--- config.mk ---
export PLATFORM = sky130hd
export DESIGN_NAME = lattice_stiffness_triplet_generator_unit
export DESIGN_NICKNAME = d
export VERILOG_FILES = /design/src/design/lstg_pkg.sv /design/src/design/lattice_stiffness_triplet_generator_unit.sv
export SDC_FILE = /design/constraint.sdc
export NUM_CORES = 2
export LEC_CHECK = 0
export ABC_AREA = 1
export BUFFER_PORTS_ARGS = -buffer_cell sky130_fd_sc_hd__buf_2
export CORE_MARGIN = 1.5
export CORE_UTILIZATION = 50
export CTS_CLUSTER_SIZE = 28
export DETAILED_ROUTE_END_ITERATION = 10
export GPL_TIMING_DRIVEN = 1
export PLACE_DENSITY = 0.63
export REMOVE_ABC_BUFFERS = 1
export SETUP_SLACK_MARGIN = 0.02
export SYNTH_ARGS = -nofsm -noshare
export SYNTH_HDL_FRONTEND = slang
export SYNTH_SLANG_ARGS = --single-unit
--- constraint.sdc ---
create_clock -name aclk -period 15.3 [get_ports aclk]
set_input_delay 3.06 -clock aclk [delete_from_list [all_inputs] [get_ports aclk]]
set_output_delay 3.06 -clock aclk [all_outputs]
set_load 0.02 [all_outputs]
--- src/design/lstg_pkg.sv ---
package lstg_pkg;

    localparam int IDX_W     = 18;
    localparam int ROW_W     = 21;
    localparam int VAL_W     = 34;
    localparam int BASIS_W   = 31;
    localparam int SIDE_W    = 7;
    localparam int POS_W     = 6;
    localparam int SQ_W      = 13;
    localparam int MAX_SIDE  = 64;
    localparam int DOFS      = 6;
    localparam int DIRS      = 6;
    localparam int COUP_N    = 9;
    localparam int STEP_BITS = 3;
    localparam int DIV_ST    = IDX_W / STEP_BITS;
    localparam int NST       = 2 * DIV_ST;
    localparam int IN_BYTES_W  = 24;
    localparam int OUT_BYTES_W = 80;

    typedef enum logic [1:0] {
        REG_SIDE = 2'd0,
        REG_K    = 2'd1,
        REG_KR   = 2'd2,
        REG_KR2  = 2'd3
    } reg_idx_t;

    typedef enum logic [1:0] {
        BASIS_K   = 2'd0,
        BASIS_KR  = 2'd1,
        BASIS_KR2 = 2'd2
    } basis_t;

    typedef enum logic [2:0] {
        M_NEG1  = 3'd0,
        M_ONE   = 3'd1,
        M_TWO   = 3'd2,
        M_THREE = 3'd3,
        M_FOUR  = 3'd4
    } mult_t;

    typedef struct packed {
        logic [2:0] rdof;
        logic [2:0] cdof;
        basis_t     basis;
        mult_t      mult;
    } coup_t;

    localparam mult_t DIAG_TAB [4][DOFS] = '{
        '{M_TWO, M_TWO, M_TWO, M_FOUR, M_FOUR, M_FOUR},
        '{M_TWO, M_TWO, M_TWO, M_FOUR, M_THREE, M_THREE},
        '{M_ONE, M_ONE, M_TWO, M_THREE, M_THREE, M_TWO},
        '{M_ONE, M_ONE, M_ONE, M_TWO, M_TWO, M_TWO}
    };

    localparam coup_t COUP_TAB [DIRS][COUP_N] = '{
        '{'{3'd0, 3'd0, BASIS_K, M_NEG1}, '{3'd1, 3'd1, BASIS_K, M_NEG1},
          '{3'd2, 3'd2, BASIS_K, M_NEG1}, '{3'd4, 3'd4, BASIS_KR2, M_NEG1},
          '{3'd5, 3'd5, BASIS_KR2, M_NEG1}, '{3'd1, 3'd5, BASIS_KR, M_ONE},
          '{3'd2, 3'd4, BASIS_KR, M_NEG1}, '{3'd4, 3'd2, BASIS_KR, M_NEG1},
          '{3'd5, 3'd1, BASIS_KR, M_ONE}},
        '{'{3'd0, 3'd0, BASIS_K, M_NEG1}, '{3'd1, 3'd1, BASIS_K, M_NEG1},
          '{3'd2, 3'd2, BASIS_K, M_NEG1}, '{3'd4, 3'd4, BASIS_KR2, M_NEG1},
          '{3'd5, 3'd5, BASIS_KR2, M_NEG1}, '{3'd1, 3'd5, BASIS_KR, M_NEG1},
          '{3'd2, 3'd4, BASIS_KR, M_ONE}, '{3'd4, 3'd2, BASIS_KR, M_ONE},
          '{3'd5, 3'd1, BASIS_KR, M_NEG1}},
        '{'{3'd0, 3'd0, BASIS_K, M_NEG1}, '{3'd1, 3'd1, BASIS_K, M_NEG1},
          '{3'd2, 3'd2, BASIS_K, M_NEG1}, '{3'd3, 3'd3, BASIS_KR2, M_NEG1},
          '{3'd5, 3'd5, BASIS_KR2, M_NEG1}, '{3'd0, 3'd5, BASIS_KR, M_NEG1},
          '{3'd2, 3'd3, BASIS_KR, M_ONE}, '{3'd5, 3'd0, BASIS_KR, M_NEG1},
          '{3'd3, 3'd2, BASIS_KR, M_ONE}},
        '{'{3'd0, 3'd0, BASIS_K, M_NEG1}, '{3'd1, 3'd1, BASIS_K, M_NEG1},
          '{3'd2, 3'd2, BASIS_K, M_NEG1}, '{3'd3, 3'd3, BASIS_KR2, M_NEG1},
          '{3'd5, 3'd5, BASIS_KR2, M_NEG1}, '{3'd2, 3'd3, BASIS_KR, M_NEG1},
          '{3'd5, 3'd0, BASIS_KR, M_ONE}, '{3'd0, 3'd5, BASIS_KR, M_ONE},
          '{3'd3, 3'd2, BASIS_KR, M_NEG1}},
        '{'{3'd0, 3'd0, BASIS_K, M_NEG1}, '{3'd1, 3'd1, BASIS_K, M_NEG1},
          '{3'd2, 3'd2, BASIS_K, M_NEG1}, '{3'd3, 3'd3, BASIS_KR2, M_NEG1},
          '{3'd4, 3'd4, BASIS_KR2, M_NEG1}, '{3'd1, 3'd3, BASIS_KR, M_NEG1},
          '{3'd0, 3'd4, BASIS_KR, M_ONE}, '{3'd3, 3'd1, BASIS_KR, M_NEG1},
          '{3'd4, 3'd0, BASIS_KR, M_ONE}},
        '{'{3'd0, 3'd0, BASIS_K, M_NEG1}, '{3'd1, 3'd1, BASIS_K, M_NEG1},
          '{3'd2, 3'd2, BASIS_K, M_NEG1}, '{3'd3, 3'd3, BASIS_KR2, M_NEG1},
          '{3'd4, 3'd4, BASIS_KR2, M_NEG1}, '{3'd0, 3'd4, BASIS_KR, M_NEG1},
          '{3'd1, 3'd3, BASIS_KR, M_ONE}, '{3'd3, 3'd1, BASIS_KR, M_ONE},
          '{3'd4, 3'd0, BASIS_KR, M_NEG1}}
    };

    typedef struct packed {
        logic [IDX_W-1:0]  idx;
        logic [IDX_W-1:0]  num;
        logic [IDX_W-1:0]  quo;
        logic [SIDE_W-1:0] rem;
        logic [POS_W-1:0]  x;
    } st_t;

endpackage

--- src/design/lattice_stiffness_triplet_generator_unit.sv ---
// Lattice stiffness triplet generator.
// The input channel (s_tvalid, s_tready, s_tdata) carries one element index per
// transfer. The result channel (m_tvalid, m_tready, m_tdata, m_tlast) carries
// one stiffness entry per transfer, and m_tlast marks the final entry of an
// element. An element inside the lattice yields 6 diagonal entries and then 9
// entries for each neighbor inside the lattice, so 6 to 60 transfers; an index
// whose low 18 bits are at or beyond side_count cubed yields none.
// Coordinates come from a 12-stage divider pipeline, three quotient bits per
// stage, that divides the index by the side count twice. The entry sequencer
// sends one entry per cycle while the receiver accepts them, and following
// elements fill the divider pipeline behind the element being sent.
// The configuration port writes side_count, k, k*r and k*r^2 by index. The
// user must write it only while the block is idle; the block does not enforce it.
// Reset clears all valid bits and restores the register defaults. When the
// receiver stalls, the output register holds its entry, the sequencer stops,
// and the pipeline stops with s_tready low once its last stage waits to load.
module lattice_stiffness_triplet_generator_unit
    import lstg_pkg::*;
(
    input  logic                   aclk,
    input  logic                   aresetn,
    input  logic                   s_tvalid,
    output logic                   s_tready,
    // element_index
    input  logic [IN_BYTES_W-1:0]  s_tdata,
    output logic                   m_tvalid,
    input  logic                   m_tready,
    // row_index, col_index, entry_value
    output logic [OUT_BYTES_W-1:0] m_tdata,
    output logic                   m_tlast,
    input  logic                   cfg_we,
    input  logic [1:0]             cfg_index,
    input  logic [BASIS_W-1:0]     cfg_wdata
);

    logic [SIDE_W-1:0]  side_reg;
    logic [BASIS_W-1:0] k_reg, kr_reg, kr2_reg;

    logic [SIDE_W-1:0] n_eff, n_m1;
    logic [SQ_W-1:0]   n_sq;

    st_t  st_reg  [NST+1];
    st_t  st_next [NST+1];
    logic st_v_reg [NST+1];
    logic en;

    logic              busy_reg, diag_reg;
    logic [3:0]        slot_reg;
    logic [2:0]        dir_reg;
    logic [IDX_W-1:0]  eidx_reg;
    logic [1:0]        faces_reg;
    logic [DIRS-1:0]   inside_reg;

    logic              m_tvalid_reg, m_tlast_reg;
    logic [ROW_W-1:0]  row_reg, col_reg;
    logic [VAL_W-1:0]  val_reg;

    logic [IDX_W-1:0]  t_z;
    logic [POS_W-1:0]  t_x, t_y;
    logic              t_in, load, step, out_free, is_last;
    logic [1:0]        t_faces;
    logic [DIRS-1:0]   t_inside, rem_mask;
    logic [2:0]        first_dir;

    logic [2:0]        rdof, cdof;
    basis_t            basis;
    mult_t             mult;
    logic [IDX_W-1:0]  pidx;
    logic [ROW_W-1:0]  row_next, col_next;
    logic [VAL_W-1:0]  val_next, bext;
    logic [BASIS_W-1:0] bsel;
    coup_t             ce;

    always_comb begin
        if (side_reg == '0) begin
            n_eff = SIDE_W'(1);
        end else if (side_reg > SIDE_W'(MAX_SIDE)) begin
            n_eff = SIDE_W'(MAX_SIDE);
        end else begin
            n_eff = side_reg;
        end
        n_m1 = n_eff - SIDE_W'(1);
        n_sq = SQ_W'(n_eff) * SQ_W'(n_eff);
    end

    always_ff @(posedge aclk) begin
        if (!aresetn) begin
            side_reg <= SIDE_W'(2);
            k_reg    <= '0;
            kr_reg   <= '0;
            kr2_reg  <= '0;
        end else if (cfg_we) begin
            unique case (reg_idx_t'(cfg_index))
                REG_SIDE: side_reg <= cfg_wdata[SIDE_W-1:0];
                REG_K:    k_reg    <= cfg_wdata;
                REG_KR:   kr_reg   <= cfg_wdata;
                REG_KR2:  kr2_reg  <= cfg_wdata;
                default:  ;
            endcase
        end
    end

    // Divider pipeline: each stage retires three restoring-division steps.
    always_comb begin
        st_t              t;
        logic [SIDE_W:0]  r;
        logic             qb;
        st_next[0] = st_reg[0];
        for (int s = 0; s < NST; s++) begin
            t = st_reg[s];
            for (int b = 0; b < STEP_BITS; b++) begin
                r  = {t.rem, t.num[IDX_W-1]};
                qb = (r >= {1'b0, n_eff});
                if (qb) begin
                    r = r - {1'b0, n_eff};
                end
                t.rem = r[SIDE_W-1:0];
                t.num = {t.num[IDX_W-2:0], 1'b0};
                t.quo = {t.quo[IDX_W-2:0], qb};
            end
            if (s == DIV_ST - 1) begin
                t.x   = t.rem[POS_W-1:0];
                t.num = t.quo;
                t.quo = '0;
                t.rem = '0;
            end
            st_next[s+1] = t;
        end
    end

    assign t_z  = st_reg[NST].quo;
    assign t_y  = st_reg[NST].rem[POS_W-1:0];
    assign t_x  = st_reg[NST].x;
    assign t_in = (t_z < IDX_W'(n_eff));

    always_comb begin
        logic fx, fy, fz;
        fx = (t_x == '0) || (SIDE_W'(t_x) == n_m1);
        fy = (t_y == '0) || (SIDE_W'(t_y) == n_m1);
        fz = (t_z[POS_W-1:0] == '0) || (SIDE_W'(t_z[POS_W-1:0]) == n_m1);
        t_faces  = 2'(fx) + 2'(fy) + 2'(fz);
        t_inside = {t_z[POS_W-1:0] != '0, SIDE_W'(t_z[POS_W-1:0]) < n_m1,
                    t_y != '0, SIDE_W'(t_y) < n_m1,
                    t_x != '0, SIDE_W'(t_x) < n_m1};
    end

    assign out_free = !m_tvalid_reg || m_tready;
    assign step     = busy_reg && out_free;
    assign load     = st_v_reg[NST] && t_in && (!busy_reg || (step && is_last));
    assign en       = !st_v_reg[NST] || !t_in || load;
    assign s_tready = en;

    always_ff @(posedge aclk) begin
        if (!aresetn) begin
            for (int s = 0; s <= NST; s++) begin
                st_v_reg[s] <= 1'b0;
            end
        end else if (en) begin
            st_v_reg[0] <= s_tvalid;
            for (int s = 0; s < NST; s++) begin
                st_v_reg[s+1] <= st_v_reg[s];
            end
        end
    end

    always_ff @(posedge aclk) begin
        if (en) begin
            st_reg[0].idx <= s_tdata[IDX_W-1:0];
            st_reg[0].num <= s_tdata[IDX_W-1:0];
            st_reg[0].quo <= '0;
            st_reg[0].rem <= '0;
            st_reg[0].x   <= '0;
            for (int s = 1; s <= NST; s++) begin
                st_reg[s] <= st_next[s];
            end
        end
    end

    // Entry sequencer.
    always_comb begin
        logic [DIRS-1:0] above;
        above = '1;
        if (!diag_reg) begin
            above = ~((DIRS'(2) << dir_reg) - DIRS'(1));
        end
        rem_mask  = inside_reg & above;
        first_dir = '0;
        for (int d = DIRS - 1; d >= 0; d--) begin
            if (rem_mask[d]) begin
                first_dir = 3'(d);
            end
        end
        is_last = (diag_reg ? (slot_reg == 4'(DOFS - 1))
                            : (slot_reg == 4'(COUP_N - 1))) && (rem_mask == '0);
    end

    always_comb begin
        ce = COUP_TAB[dir_reg][slot_reg];
        if (diag_reg) begin
            rdof  = slot_reg[2:0];
            cdof  = slot_reg[2:0];
            mult  = DIAG_TAB[faces_reg][slot_reg[2:0]];
            basis = (slot_reg < 4'd3) ? BASIS_K : BASIS_KR2;
            pidx  = eidx_reg;
        end else begin
            rdof  = ce.rdof;
            cdof  = ce.cdof;
            mult  = ce.mult;
            basis = ce.basis;
            case (dir_reg)
                3'd0:    pidx = eidx_reg + IDX_W'(1);
                3'd1:    pidx = eidx_reg - IDX_W'(1);
                3'd2:    pidx = eidx_reg + IDX_W'(n_eff);
                3'd3:    pidx = eidx_reg - IDX_W'(n_eff);
                3'd4:    pidx = eidx_reg + IDX_W'(n_sq);
                default: pidx = eidx_reg - IDX_W'(n_sq);
            endcase
        end
        case (basis)
            BASIS_K:  bsel = k_reg;
            BASIS_KR: bsel = kr_reg;
            default:  bsel = kr2_reg;
        endcase
        bext = VAL_W'(bsel);
        case (mult)
            M_NEG1:  val_next = -bext;
            M_ONE:   val_next = bext;
            M_TWO:   val_next = bext << 1;
            M_THREE: val_next = bext + (bext << 1);
            default: val_next = bext << 2;
        endcase
        row_next = (ROW_W'(eidx_reg) << 2) + (ROW_W'(eidx_reg) << 1) + ROW_W'(rdof);
        col_next = (ROW_W'(pidx) << 2) + (ROW_W'(pidx) << 1) + ROW_W'(cdof);
    end

    always_ff @(posedge aclk) begin
        if (!aresetn) begin
            busy_reg     <= 1'b0;
            m_tvalid_reg <= 1'b0;
            diag_reg     <= 1'b1;
            slot_reg     <= '0;
            dir_reg      <= '0;
        end else begin
            if (step) begin
                m_tvalid_reg <= 1'b1;
            end else if (m_tready) begin
                m_tvalid_reg <= 1'b0;
            end
            if (load) begin
                busy_reg <= 1'b1;
                diag_reg <= 1'b1;
                slot_reg <= '0;
                dir_reg  <= '0;
            end else if (step) begin
                if (is_last) begin
                    busy_reg <= 1'b0;
                end else if (diag_reg ? (slot_reg == 4'(DOFS - 1))
                                      : (slot_reg == 4'(COUP_N - 1))) begin
                    diag_reg <= 1'b0;
                    slot_reg <= '0;
                    dir_reg  <= first_dir;
                end else begin
                    slot_reg <= slot_reg + 4'd1;
                end
            end
        end
    end

    always_ff @(posedge aclk) begin
        if (load) begin
            eidx_reg   <= st_reg[NST].idx;
            faces_reg  <= t_faces;
            inside_reg <= t_inside;
        end
        if (step) begin
            row_reg     <= row_next;
            col_reg     <= col_next;
            val_reg     <= val_next;
            m_tlast_reg <= is_last;
        end
    end

    assign m_tvalid = m_tvalid_reg;
    assign m_tlast  = m_tlast_reg;
    assign m_tdata  = {(OUT_BYTES_W - 2 * ROW_W - VAL_W)'(0), val_reg, col_reg, row_reg};

    a_load_when_free: assert property (@(posedge aclk) disable iff (!aresetn)
        (load && busy_reg) |-> (step && is_last))
        else $error("new element loaded while the sequencer is still busy");

    a_done_idle: assert property (@(posedge aclk) disable iff (!aresetn)
        (step && is_last && !load) |=> !busy_reg)
        else $error("sequencer stays busy after the final entry");

    a_dir_inside: assert property (@(posedge aclk) disable iff (!aresetn)
        (busy_reg && !diag_reg) |-> inside_reg[dir_reg])
        else $error("coupling entry for a neighbor outside the lattice");

endmodule
==> metrics.txt <==
Post-synth EDFFs ~640; Final Hold Viols 0; P per Cell Area about 250 nW/µm²; Synth Instances between 4,000 and 5,000; worst stage delay on the critical path 0.53 ns; fin nets between 5,000 and 6,000; die area 93,200 µm²; predominant post-synthesis flop cell edfxtp_1; Cell Rows 110; Total GRT Usage 0.213; Max Cap Viol 0; CP Max Fanout 13; Detailed Place HPWL around 72 mm; Clock Power Share 0.155; Internal slightly above 0.007 W; initial core utilization 0.506; layout overhead on the synthesized area 10.4%; Hold Crit Class reg2reg; Post-CTS Setup Repair Bufs 0; Yosys cell types slightly above 70; total power 0.0128 W; Clock Latency Late Sink about 0.66 ns; vias in the first global route between 30,000 and 40,000; Max Root-Sink Buffers 3; unrepaired setup endpoints after global routing no; Pins Over Slew Limit 0; post-cts resize count 0; Net Sw Frac 0.436; H-tree levels 3; drt drc 0; data required time of the worst path between 15 and 20 ns; P_leak between 20 and 25 nW; setup TNS 0 ns; post-route ant nets 0; setup ws final roughly 6.7 ns; Tmin final approximately 8.6 ns; Seq pwr share 0.254; CP max stage cell fa_1; Fill cells 8,097; Die Wd around 300 µm; Tcrit/Tclk final 0.560; TritonRoute pass-1 iters 5; routability cong. ~0.94; CP Launch Type flop; Slew headroom 0.289; Syn Area/Cell just over 9 µm²; layout cell share with drive strength beyond 1 0.0825; CTS tree done; Hold Buf Count CTS 0; Fin Hold WS 0.400 ns; Remaining Overflow, GRT 0; Reg clk slew, reported paths roughly 0.060 ns; Yosys reg bits 749; first-pass GRT wire length around 160 mm; Largest register FFs 523; Die Span Y approximately 310 µm; WP data arrival between 8 and 9 ns; Port-buffer cells 134; clock skew 0.0203 ns; Via density approximately 5.3; total CTS buffers 83; logic gate share of total power 0.591; sequential element share of the synthesized area 0.468; Post-Place Setup Slack slightly below 7 ns; area of the multi-input gates ~22,000 µm²; FMAX 117 MHz; Clock Sinks 749; # setup viols final 0; IO Pins approximately 150; Worst VDD drop around 0.50 mV; Via Count 33,695; FFs w/ async S/R, synth 0; largest net degree at the start of global routing 92; initial antenna violation count 6; FF+latch area 21,400 µm²; most used cell along the critical path nand2_1; critical path endpoint category flop; Slew @ Worst Pin 1.07 ns; critical path class reg2reg; Ys Warns 0; core area ~90,000 µm²; commonest cells after routing, fill and taps aside 1,097 x nand2_1, 638 x edfxtp_1, 558 x inv_1, 447 x ha_1; status finished clean; leading cell type in the layout, fill and taps excluded nand2_1; P_sw approximately 0.0056 W; WL per Instance roughly 16 µm; DRT iter0 DRCs 2,046; mapped cell area around 46,000 µm²; root buf cell clkbuf_16; Detailed Route WL 99.3 mm
critical path, delay by kind of cell, from the launching register on:
family	cells	cell delay, ns
compound gates	9	1.35
fa+ha+maj	8	3.31
flops	1	0.43
xor+xnor	1	0.15
buf+inv	7	0.77
simple gates	18	2.30
metal layers:
metal / vias to the layer above / wire [µm] / track usage
met5: - / 0 / 0
met3: 157 / 4200 / 0.0317
li1: 17314 / - / -
met4: 0 / 2690 / 0.0716
met1: 15593 / 44400 / 0.272
met2: 631 / 48000 / 0.369
logic make-up (layout without fill, tap and decap cells):
logic type / after synthesis / count (layout) / synth area share
AOI/OAI and AO/OA: 931 / 931 / 0.113
DFF: 749 / 749 / 0.468
and+or+nand+nor: 1888 / 1888 / 0.176
adders and majority gates: 503 / 503 / 0.147
buffers and inverters: 678 / 912 / 0.0581
muxes: 1 / 1 / 0.000219
xor gates and xnor gates: 194 / 194 / 0.0372
other: 2 / 17 / 0.000164
per-stage QoR:
stage	std cells	utilization	area (µm²)
finish	6371	0.559	50400
global route	6368	0.559	50400
CTS	6365	0.558	50400
detailed placement	6211	0.528	47700
global placement	6211	0.528	47700
floorplan	4871	-	45300
synthesized netlist by cell type, types with 39 or more instances:
cell	number	share of area
nor2_1	347	0.029
a21oi_1	381	0.042
clkbuf_1	39	0.0032
inv_1	563	0.046
xor2_1	108	0.021
ha_1	447	0.12
xnor2_1	86	0.016
nand4_1	69	0.0095
nand3_1	230	0.025
fa_1	56	0.025
dfxtp_1	111	0.049
edfxtp_1	638	0.42
o21ai_0	381	0.042
nand2_1	1098	0.090
final timing paths:
check	startpoint	to	slack, ns	cells past startpoint
worst min-delay path	st_reg[1][68]$_DFFE_PN_	st_reg[1][135]$_DFFE_PN_	0.40	0
worst min register to register	st_reg[1][68]$_DFFE_PN_	st_reg[1][135]$_DFFE_PN_	0.40	0
worst max register to register	side_reg[2]$_SDFFE_PN0P_	col_reg[13]$_DFFE_PP_	6.74	43
worst max-delay path	side_reg[2]$_SDFFE_PN0P_	col_reg[13]$_DFFE_PP_	6.74	43
cell type report:
type | count | area share
multi-input cells | 3528 | 0.430
flip-flops and latches | 749 | 0.424
inverters | 594 | 0.0443
clock buffers | 97 | 0.0430
well taps | 1176 | 0.0292
repair buffers | 164 | 0.0178
clock inverters | 57 | 0.0116
diodes | 6 | 0.000298
power groups by stage:
stage | sequential (W) | combinational (W) | clock (W)
floorplan | 0.00324 | 0.00616 | 0
global placement | 0.00330 | 0.00736 | 0
detailed placement | 0.00331 | 0.00756 | 0
CTS | 0.00327 | 0.00761 | 0.00205
global route | 0.00330 | 0.00879 | 0.00213
finish | 0.00326 | 0.00758 | 0.00199
No activity file was read; power rests on OpenSTA's default activity.
